$ cat src/rtl/core/fgn2d_pkg.sv
// Package for the fractal gradient noise block: hash constants, fixed-point
// constants and register map. No dependencies.
package fgn2d_pkg;

   localparam logic [31:0] HASH_C1 = 32'd3284157443;
   localparam logic [31:0] HASH_C2 = 32'd1911520717;
   localparam logic [31:0] HASH_C3 = 32'd2048419325;

   localparam logic [63:0] HALF_PI_Q30 = 64'd1686629713;
   localparam logic [63:0] Q30_ONE     = 64'd1073741824;

   localparam int BASE_W  = 13;
   localparam int OCT_W   = 4;
   localparam int HEIGHT_W = 16;
   localparam int CSR_AW  = 3;
   localparam int CSR_DW  = 32;

   localparam logic REG_BASE_FREQ   = 1'b0;
   localparam logic REG_OCTAVE_CNT  = 1'b1;

   localparam logic [BASE_W-1:0] BASE_RESET = 13'd64;
   localparam logic [OCT_W-1:0]  OCT_RESET  = 4'd4;

endpackage

$ cat src/rtl/core/fractal_gradient_noise_2d_top.sv
// Fractal 2-D gradient noise, one grid point per item, octaves summed.
// Depends on fgn2d_pkg.
//
// Usage: drive req_x_pos/req_y_pos and pulse start while busy is low; the
// item is taken on that edge and busy stays high until the result is out.
// rsp_valid is high for one cycle with rsp_height (Q1.14, within +-1).
// The two lattice divisions run on one restoring divider (one quotient bit a
// cycle), then each octave runs on one shared 34x33 multiplier (smoothstep,
// four corner hashes and dot products, three blends).
// One item at a time. The receiver cannot stall: the result is presented
// for exactly one cycle. Reset returns the sequencer to idle and loads
// base_frequency = 64 and octave_count = 4. Registers: base_frequency at
// byte address 0, octave_count at 4; write them only while idle.
module fractal_gradient_noise_2d_top #(
   parameter int CHUNK_SIZE  = 16,
   parameter int MAX_OCTAVES = 8,
   parameter int ANGLE_BITS  = 10
) (
   input  logic                              clock,
   input  logic                              reset,
   input  logic                              start,
   output logic                              busy,
   input  logic [$clog2(CHUNK_SIZE)-1:0]      req_x_pos,
   input  logic [$clog2(CHUNK_SIZE)-1:0]      req_y_pos,
   output logic                              rsp_valid,
   output logic signed [fgn2d_pkg::HEIGHT_W-1:0] rsp_height,
   input  logic                              psel,
   input  logic                              penable,
   input  logic                              pwrite,
   input  logic [fgn2d_pkg::CSR_AW-1:0]       paddr,
   input  logic [fgn2d_pkg::CSR_DW-1:0]       pwdata,
   output logic [fgn2d_pkg::CSR_DW-1:0]       prdata,
   output logic                              pready
);
   import fgn2d_pkg::*;

   localparam int PW  = $clog2(CHUNK_SIZE);
   localparam int NW  = PW + MAX_OCTAVES - 1 + 16;
   localparam int DCW = $clog2(NW);
   localparam int CW  = $clog2(MAX_OCTAVES + 1);
   localparam int QB  = ANGLE_BITS - 2;
   localparam int QN  = 2 ** QB;

   // reciprocals of the series divisors (n+1)(n+2), rounded up
   localparam int RCP_S = 48;
   localparam logic [63:0] RCP_ONE = 64'd1 << RCP_S;
   typedef logic [63:0] rcp_type [16];
   localparam rcp_type RCP = '{
      (RCP_ONE + 64'd1) / 64'd2,     (RCP_ONE + 64'd5) / 64'd6,
      (RCP_ONE + 64'd11) / 64'd12,   (RCP_ONE + 64'd19) / 64'd20,
      (RCP_ONE + 64'd29) / 64'd30,   (RCP_ONE + 64'd41) / 64'd42,
      (RCP_ONE + 64'd55) / 64'd56,   (RCP_ONE + 64'd71) / 64'd72,
      (RCP_ONE + 64'd89) / 64'd90,   (RCP_ONE + 64'd109) / 64'd110,
      (RCP_ONE + 64'd131) / 64'd132, (RCP_ONE + 64'd155) / 64'd156,
      (RCP_ONE + 64'd181) / 64'd182, (RCP_ONE + 64'd209) / 64'd210,
      (RCP_ONE + 64'd239) / 64'd240, (RCP_ONE + 64'd271) / 64'd272
   };

   typedef logic [14:0] qrom_type [QN];

   function automatic qrom_type build_rom(input bit odd);
      qrom_type rom;
      logic [63:0] phi, x2, term, n;
      logic [127:0] prod;
      longint sum;
      for (int r = 0; r < QN; r++) begin
         phi  = (64'(r) * HALF_PI_Q30) >> QB;
         x2   = (phi * phi) >> 30;
         term = odd ? phi : Q30_ONE;
         sum  = longint'(term);
         n    = odd ? 64'd1 : 64'd0;
         for (int k = 0; k < 8; k++) begin
            prod = 128'((term * x2) >> 30) * 128'(RCP[n[3:0]]);
            term = 64'(prod >> RCP_S);
            n = n + 64'd2;
            if ((k & 1) == 1) sum = sum + longint'(term);
            else sum = sum - longint'(term);
         end
         if (sum < 0) sum = 0;
         if (sum > longint'(Q30_ONE)) sum = longint'(Q30_ONE);
         rom[r] = 15'((64'(sum) + 64'd32768) >> 16);
      end
      return rom;
   endfunction

   localparam qrom_type SIN_ROM = build_rom(1'b1);
   localparam qrom_type COS_ROM = build_rom(1'b0);

   typedef enum logic [4:0] {
      S_IDLE, S_DIV, S_OCT,
      S_SM0, S_SM1, S_SM2, S_SM3, S_SM4,
      S_H0, S_H1, S_H2, S_H3, S_H4, S_H5, S_H6,
      S_B0, S_B1, S_B2, S_B3, S_B4, S_B5, S_B6, S_B7,
      S_ACC, S_DONE
   } state_type;

   state_type state_ff;

   logic [BASE_W-1:0] base_ff;
   logic [OCT_W-1:0]  octave_ff;

   logic [PW-1:0]     yp_ff;
   logic [NW-1:0]     dq_ff, xq_ff, yq_ff;
   logic [BASE_W-1:0] rem_ff;
   logic [DCW-1:0]    dc_ff;
   logic              dsel_ff;
   logic [CW-1:0]     cnt_ff, oct_ff;
   logic [31:0]       x0_ff, x1_ff, y0_ff, y1_ff, ha_ff;
   logic [15:0]       fx_ff, fy_ff;
   logic [16:0]       wx_ff, wy_ff;
   logic [1:0]        cn_ff;
   logic signed [15:0] gx_ff, gy_ff;
   logic signed [32:0] t_ff, top_ff, bot_ff, noise_ff;
   logic signed [32:0] dot_ff [4];
   logic signed [33:0] df_ff;
   logic signed [49:0] p_ff;
   logic signed [31:0] sum_ff;
   logic              rsp_valid_ff;
   logic signed [HEIGHT_W-1:0] rsp_height_ff;

   // divider step
   logic [BASE_W-1:0] base_eff;
   logic [BASE_W:0]   dtmp;
   logic              dge;
   logic [NW-1:0]     dq_next;
   logic [BASE_W-1:0] rem_next;

   assign base_eff = (base_ff == '0) ? BASE_W'(1) : base_ff;
   assign dtmp     = {rem_ff, dq_ff[NW-1]};
   assign dge      = dtmp >= {1'b0, base_eff};
   assign rem_next = dge ? BASE_W'(dtmp - {1'b0, base_eff}) : BASE_W'(dtmp);
   assign dq_next  = {dq_ff[NW-2:0], dge};

   // per-octave lattice position
   logic [NW-1:0] xs, ys;
   assign xs = xq_ff >> (CW'(MAX_OCTAVES - 1) - oct_ff);
   assign ys = yq_ff >> (CW'(MAX_OCTAVES - 1) - oct_ff);

   // corner selection
   logic [31:0]        cx, cy;
   logic signed [17:0] dx, dy;
   assign cx = cn_ff[0] ? x1_ff : x0_ff;
   assign cy = cn_ff[1] ? y1_ff : y0_ff;
   assign dx = cn_ff[0] ? $signed({2'b11, fx_ff}) : $signed({2'b00, fx_ff});
   assign dy = cn_ff[1] ? $signed({2'b11, fy_ff}) : $signed({2'b00, fy_ff});

   // gradient lookup
   logic [ANGLE_BITS-1:0] gk;
   logic [1:0]            gq;
   logic [QB-1:0]         gr;
   logic signed [15:0]    gs, gc, gx_in, gy_in;
   assign gk = p_ff[31 -: ANGLE_BITS];
   assign gq = gk[ANGLE_BITS-1 -: 2];
   assign gr = gk[QB-1:0];
   assign gs = $signed({1'b0, SIN_ROM[gr]});
   assign gc = $signed({1'b0, COS_ROM[gr]});

   always_comb begin
      case (gq)
         2'd0: begin gx_in = gs;  gy_in = gc;  end
         2'd1: begin gx_in = gc;  gy_in = -gs; end
         2'd2: begin gx_in = -gs; gy_in = -gc; end
         default: begin gx_in = -gc; gy_in = gs; end
      endcase
   end

   // shared multiplier
   logic signed [33:0] mul_a;
   logic signed [32:0] mul_b;
   logic [31:0]        hp;
   assign hp = p_ff[31:0];

   always_comb begin
      mul_a = '0;
      mul_b = '0;
      unique case (state_ff)
         S_SM0: begin
            mul_a = $signed(34'(fx_ff));
            mul_b = $signed(33'(fx_ff));
         end
         S_SM1: begin
            mul_a = $signed(34'(p_ff[31:16]));
            mul_b = $signed(33'(18'd196608 - {1'b0, fx_ff, 1'b0}));
         end
         S_SM2: begin
            mul_a = $signed(34'(fy_ff));
            mul_b = $signed(33'(fy_ff));
         end
         S_SM3: begin
            mul_a = $signed(34'(p_ff[31:16]));
            mul_b = $signed(33'(18'd196608 - {1'b0, fy_ff, 1'b0}));
         end
         S_H0: begin
            mul_a = $signed({2'b00, cx});
            mul_b = $signed({1'b0, HASH_C1});
         end
         S_H1: begin
            mul_a = $signed({2'b00, cy ^ {hp[15:0], hp[31:16]}});
            mul_b = $signed({1'b0, HASH_C2});
         end
         S_H2: begin
            mul_a = $signed({2'b00, ha_ff ^ {hp[15:0], hp[31:16]}});
            mul_b = $signed({1'b0, HASH_C3});
         end
         S_H4: begin
            mul_a = 34'(dx);
            mul_b = 33'(gx_ff);
         end
         S_H5: begin
            mul_a = 34'(dy);
            mul_b = 33'(gy_ff);
         end
         S_B1, S_B3: begin
            mul_a = df_ff;
            mul_b = $signed(33'(wx_ff));
         end
         S_B6: begin
            mul_a = df_ff;
            mul_b = $signed(33'(wy_ff));
         end
         default: begin
            mul_a = '0;
            mul_b = '0;
         end
      endcase
   end

   logic signed [49:0] p_in;
   logic signed [33:0] ph;
   logic signed [32:0] term;
   logic signed [34:0] sum_wide;
   assign p_in     = 50'(mul_a) * 50'(mul_b);
   assign ph       = 34'(p_ff >>> 16);
   assign term     = noise_ff >>> oct_ff;
   assign sum_wide = 35'(sum_ff) + 35'(term);

   localparam logic signed [34:0] SUM_MAX = 35'sd1073741824;
   localparam logic signed [34:0] SUM_MIN = -35'sd1073741824;

   always_ff @(posedge clock) begin
      p_ff <= p_in;
      if (reset) begin
         state_ff     <= S_IDLE;
         rsp_valid_ff <= 1'b0;
      end else begin
         rsp_valid_ff <= (state_ff == S_DONE);
         unique case (state_ff)
            S_IDLE: begin
               if (start) begin
                  dq_ff   <= {req_x_pos, (NW-PW)'(0)};
                  yp_ff   <= req_y_pos;
                  rem_ff  <= '0;
                  dc_ff   <= '0;
                  dsel_ff <= 1'b0;
                  oct_ff  <= '0;
                  sum_ff  <= '0;
                  if (32'(octave_ff) > MAX_OCTAVES) cnt_ff <= CW'(MAX_OCTAVES);
                  else cnt_ff <= CW'(octave_ff);
                  state_ff <= S_DIV;
               end
            end
            S_DIV: begin
               if (dc_ff == DCW'(NW - 1)) begin
                  dc_ff  <= '0;
                  rem_ff <= '0;
                  if (!dsel_ff) begin
                     xq_ff   <= dq_next;
                     dq_ff   <= {yp_ff, (NW-PW)'(0)};
                     dsel_ff <= 1'b1;
                  end else begin
                     yq_ff <= dq_next;
                     state_ff <= (cnt_ff == '0) ? S_DONE : S_OCT;
                  end
               end else begin
                  dq_ff  <= dq_next;
                  rem_ff <= rem_next;
                  dc_ff  <= dc_ff + 1'b1;
               end
            end
            S_OCT: begin
               x0_ff <= 32'(xs[NW-1:16]);
               x1_ff <= 32'(xs[NW-1:16]) + 32'd1;
               y0_ff <= 32'(ys[NW-1:16]);
               y1_ff <= 32'(ys[NW-1:16]) + 32'd1;
               fx_ff <= xs[15:0];
               fy_ff <= ys[15:0];
               state_ff <= S_SM0;
            end
            S_SM0: state_ff <= S_SM1;
            S_SM1: state_ff <= S_SM2;
            S_SM2: begin
               wx_ff <= p_ff[32:16];
               state_ff <= S_SM3;
            end
            S_SM3: state_ff <= S_SM4;
            S_SM4: begin
               wy_ff <= p_ff[32:16];
               cn_ff <= '0;
               state_ff <= S_H0;
            end
            S_H0: state_ff <= S_H1;
            S_H1: begin
               ha_ff <= hp;
               state_ff <= S_H2;
            end
            S_H2: state_ff <= S_H3;
            S_H3: begin
               gx_ff <= gx_in;
               gy_ff <= gy_in;
               state_ff <= S_H4;
            end
            S_H4: state_ff <= S_H5;
            S_H5: begin
               t_ff <= 33'(p_ff);
               state_ff <= S_H6;
            end
            S_H6: begin
               dot_ff[cn_ff] <= t_ff + 33'(p_ff);
               cn_ff <= cn_ff + 1'b1;
               state_ff <= (cn_ff == 2'd3) ? S_B0 : S_H0;
            end
            S_B0: begin
               df_ff <= 34'(dot_ff[1]) - 34'(dot_ff[0]);
               state_ff <= S_B1;
            end
            S_B1: state_ff <= S_B2;
            S_B2: begin
               top_ff <= 33'(34'(dot_ff[0]) + ph);
               df_ff  <= 34'(dot_ff[3]) - 34'(dot_ff[2]);
               state_ff <= S_B3;
            end
            S_B3: state_ff <= S_B4;
            S_B4: begin
               bot_ff <= 33'(34'(dot_ff[2]) + ph);
               state_ff <= S_B5;
            end
            S_B5: begin
               df_ff <= 34'(bot_ff) - 34'(top_ff);
               state_ff <= S_B6;
            end
            S_B6: state_ff <= S_B7;
            S_B7: begin
               noise_ff <= 33'(34'(top_ff) + ph);
               state_ff <= S_ACC;
            end
            S_ACC: begin
               if (sum_wide > SUM_MAX) sum_ff <= 32'(SUM_MAX);
               else if (sum_wide < SUM_MIN) sum_ff <= 32'(SUM_MIN);
               else sum_ff <= 32'(sum_wide);
               if (oct_ff + 1'b1 == cnt_ff) begin
                  state_ff <= S_DONE;
               end else begin
                  oct_ff   <= oct_ff + 1'b1;
                  state_ff <= S_OCT;
               end
            end
            S_DONE: begin
               rsp_height_ff <= HEIGHT_W'(sum_ff >>> 16);
               state_ff      <= S_IDLE;
            end
            default: state_ff <= S_IDLE;
         endcase
      end
   end

   // configuration registers
   logic csr_wr;
   assign csr_wr = psel && penable && pwrite && pready;

   always_ff @(posedge clock) begin
      if (reset) begin
         base_ff   <= BASE_RESET;
         octave_ff <= OCT_RESET;
      end else if (csr_wr) begin
         unique case (paddr[2])
            REG_BASE_FREQ:  base_ff   <= pwdata[BASE_W-1:0];
            REG_OCTAVE_CNT: octave_ff <= pwdata[OCT_W-1:0];
            default: ;
         endcase
      end
   end

   always_comb begin
      unique case (paddr[2])
         REG_BASE_FREQ:  prdata = CSR_DW'(base_ff);
         REG_OCTAVE_CNT: prdata = CSR_DW'(octave_ff);
         default:        prdata = '0;
      endcase
   end

   assign pready     = 1'b1;
   assign busy       = (state_ff != S_IDLE);
   assign rsp_valid  = rsp_valid_ff;
   assign rsp_height = rsp_height_ff;

   a_rsp_after_busy: assert property (@(posedge clock) disable iff (reset)
      rsp_valid |-> $past(busy))
      else $error("result without item in flight");

   a_height_range: assert property (@(posedge clock) disable iff (reset)
      rsp_valid |-> (rsp_height <= 16'sd16384 && rsp_height >= -16'sd16384))
      else $error("height outside +-1");

   a_sum_range: assert property (@(posedge clock) disable iff (reset)
      state_ff == S_DONE |-> (sum_ff <= 32'sd1073741824 && sum_ff >= -32'sd1073741824))
      else $error("octave sum not clamped");

   a_start_busy: assert property (@(posedge clock) disable iff (reset)
      (start && !busy) |=> busy)
      else $error("item accepted without going busy");

endmodule
$ cat config.mk
export PLATFORM = sky130hd
export DESIGN_NAME = fractal_gradient_noise_2d_top
export DESIGN_NICKNAME = d
export VERILOG_FILES = /design/src/rtl/core/fgn2d_pkg.sv /design/src/rtl/core/fractal_gradient_noise_2d_top.sv
export SDC_FILE = /design/constraint.sdc
export NUM_CORES = 2
export LEC_CHECK = 0
export BUFFER_PORTS_ARGS = -buffer_cell sky130_fd_sc_hd__buf_2
export CAP_MARGIN = 10
export CORE_ASPECT_RATIO = 1.75
export CORE_MARGIN = 1.5
export CORE_UTILIZATION = 45
export DETAILED_ROUTE_END_ITERATION = 8
export SLEW_MARGIN = 30
export SYNTH_ARGS = -nofsm -noshare
export SYNTH_HDL_FRONTEND = slang
export SYNTH_SLANG_ARGS = --single-unit
$ cat constraint.sdc
create_clock -name clock -period 15.2 [get_ports clock]
set_input_delay 1.52 -clock clock [delete_from_list [all_inputs] [get_ports clock]]
set_output_delay 1.52 -clock clock [all_outputs]
set_load 0.02 [all_outputs]
==> impl_metrics.toml <==
[final_layout]
syn2layout_area_growth_pct = 7.18
drive_gt1_frac = 0.0709
final_cells = 11100
layout.nets = 10000
fin_area_um2 = 87300
fill_cells = 17200
final_util = 0.485

[run_status]
status = "complete, no violations"

[sta]
post-route-period-util = 0.800
rsz0062_at_grt = "false"
worst_pin_slew_ns = 1.14
fin_skew_ns = 0.0675
finalHoldViolCount = 0
setup_viol = 0
slew_violations = 0
finalCriticalPeriod_ns = 12.16
max_freq_ghz = 0.0822
setup_tns_ns = 0
slew_headroom = 0.221

[die]
fp.dieArea_um2 = 184000
io_pins = 100
die_h_um = 566
start_util = 0.453
dieWidth_um = 325
coreArea_um2 = 180000
core.rowCount = 206

[detailed_routing]
vias = 66200
wl_per_cell_um = 27.6
remaining_drc_errors = 0
wl_um = 305000
drt_iter0_drc = 5064
first_pass_iters = 6
drtAntennaViolNets = 0
vias_per_cell = 5.99

[setup_path]
critPathMaxFanout = 20
cp_data_required_time_ns = 15.76
cpPeakStageDelay_ns = 0.94
startpoint_type = "flop"
arrival_ns = 12.72
worstReg2RegStart = "state_ff[2]$_SDFFE_PP0P_"
r2r_slack_ns = 3.04
crit_start = "state_ff[2]$_SDFFE_PP0P_"
cp-end-kind = "flop"
timing.rr.end = "p_ff[45]$_DFF_P_"
critPathSlowestCell = "dfxtp_1"
crit_type = "reg -> reg"
critPathMostFrequentCell = "fa_1"
ff2ff_path_depth = 38

[global_route]
grt_pass1_wl_um = 447000
grtUsageMet1 = 0.331
grt_usage = 0.330
antenna_found_initial = 13
met2_usage = 0.584
grt-ovfl-total = 0
grt_pass1_vias = 69300
grt_busiest_layer = "met2"
grt_max_degree = 198
met3_usage = 0.0532

[clock_tree]
cts_setup_buffers = 0
post_cts_resized = 0
clock_tree.buffer_depth = 3
cts_tree = "built"
cts_num_sinks = 708
clk_pin_slew_ns = 0.06
cts-root-buf = "clkbuf_16"
holdBufCountCts = 0
htree_levels = 3
numCtsBuffers = 74
clock_latency_ns = 0.69

[hold_path]
hold_depth = 2
hp-start = "base_ff[12]$_SDFFE_PP0P_"
hp-class = "reg -> reg"
holdPathEnd = "base_ff[12]$_SDFFE_PP0P_"

[yosys]
synth_most_common_cell = "inv_1"
yosys-top-cells-area = "edfxtp_1 (23%), fa_1 (22%), ha_1 (7.7%), inv_1 (5.8%), nand2_1 (4.5%)"
yosysTopAreaCell = "edfxtp_1"
ys_warn_count = 0
ys_ff_latch = 708
synth_top_flop_cell = "edfxtp_1"
synth_common_cells = "inv_1 (1267), nand2_1 (985), fa_1 (897)"
async_flop_share = 0
avgSynthCellArea_um2 = 9.34
syn_inst = 8725
synth_edf_count = 636
yosys.cell_types.count = 99
netlist_area_um2 = 81500
yosys.area.top_type_share = 0.234
synth-seq-area-share = 0.252

[placement]
place_inst = 10900
hpwl_um = 241000
io_buffers = 58
post_dp_cell_area_um2 = 84600
gp_congestion = 1.00

[run]
cap_violations = 0

[power]
powerDensity_nw_per_um2 = 53.4
total_power_mw = 4.66
vdd.ir_drop.worst_mv = 0.0978
p_leak_nw = 37.6
==> power breakdown <==
part	switching (mW)	internal [mW]	total [mW]	leakage [nW]
logic	0.336	0.173	0.509	29.9
registers	0.0239	2.14	2.16	6.45
clock network	0.850	1.14	1.99	1.25
==> cell families (layout without fill, tap and decap cells) <==
kind of cell    Yosys count  after routing  share of synthesized area
other cells               2             31                  0.0000922
buf+inv                1725           1643                     0.0830
mux                     274            274                     0.0469
flops                   708            708                      0.252
simple gates           2559           2559                      0.143
fa+ha+maj              1400           1400                      0.298
xor+xnor                354            354                     0.0381
compound gates         1703           1703                      0.139
==> worst max-delay path: cells and delay by family, from the launching register on <==
family | cells | cell delay (ns)
adder cells (fa/ha/maj) | 10 | 4.84
AO/OA/AOI/OAI | 11 | 3.15
AND/OR/NAND/NOR | 7 | 1.57
flip-flops | 1 | 0.94
buffers and inverters | 7 | 0.92
multiplexers | 1 | 0.32
XOR/XNOR | 2 | 0.28
==> cell usage in the layout (no fill, tap or decap), types with 38 or more instances in the layout <==
cell type,count
mux2i_1,143
nand2_1,985
or3_1,46
a21o_1,141
clkbuf_16,76
o21ai_0,331
a21oi_1,419
xnor2_1,246
buf_4,166
nor3_1,135
nor2_1,705
dfxtp_1,64
xor2_1,107
and2_1,88
a31oi_1,70
o21a_1,76
mux4_2,81
ha_1,502
inv_1,1266
nor2b_1,93
and3_1,76
a211oi_1,74
edfxtp_1,636
o31ai_1,38
fa_1,897
nand2b_1,109
buf_2,58
mux2_2,50
nand3_1,108
a211o_1,45
==> layer usage <==
metal | vias up | wire [um]
met2 | 2745 | 154000
li1 | 29300 | -
met4 | 10 | 33100
met3 | 1146 | 18100
met1 | 33000 | 99800
met5 | - | 76
==> per-stage QoR <==
| stage | hold WS (ns) | worst slack, ns |
|---|---|---|
| floorplan | 0.433 | 4.52 |
| global placement | 0.447 | 3.24 |
| detailed placement | 0.447 | 3.14 |
| CTS | 0.456 | 3.03 |
| global route | 0.466 | 2.36 |
| finish | 0.460 | 3.04 |
==> cell type report <==
class	instances	area [um2]	area share
tap	2392	2990	0.0343
multi-input combinational	6310	54600	0.626
clock inverter	48	658	0.00754
sequential	708	20600	0.236
inverter	1274	4780	0.0548
clock buffer	89	1960	0.0225
antenna	11	27.5	0.000315
timing repair buffer	232	1710	0.0196
==> how the worst max path moves through the flow <==
stage	end	slack, ns	cells after the start
6_report	p_ff[45]$_DFF_P_	3.04	38
5_1_grt	p_ff[45]$_DFF_P_	2.36	38
4_1_cts	p_ff[45]$_DFF_P_	3.03	38
3_5_place_dp	p_ff[45]$_DFF_P_	3.14	38
3_3_place_gp	p_ff[45]$_DFF_P_	3.24	34
2_1_floorplan	p_ff[45]$_DFF_P_	4.52	36
==> registers in the layout (all words and copies together), names as in the netlist, 13 cells and up <==
signal,count
wy_ff,17
xq_ff,27
yq_ff,27
t_ff,33
sum_ff,32
wx_ff,17
df_ff,34
dq_ff,27
base_ff,13
top_ff,33
rsp_height,16
gx_ff,16
gy_ff,16
fy_ff,16
ha_ff,32
p_ff,49
fx_ff,16
noise_ff,33
rem_ff,13
bot_ff,33
dot_ff,132
Power figures use the tool's default switching activity.
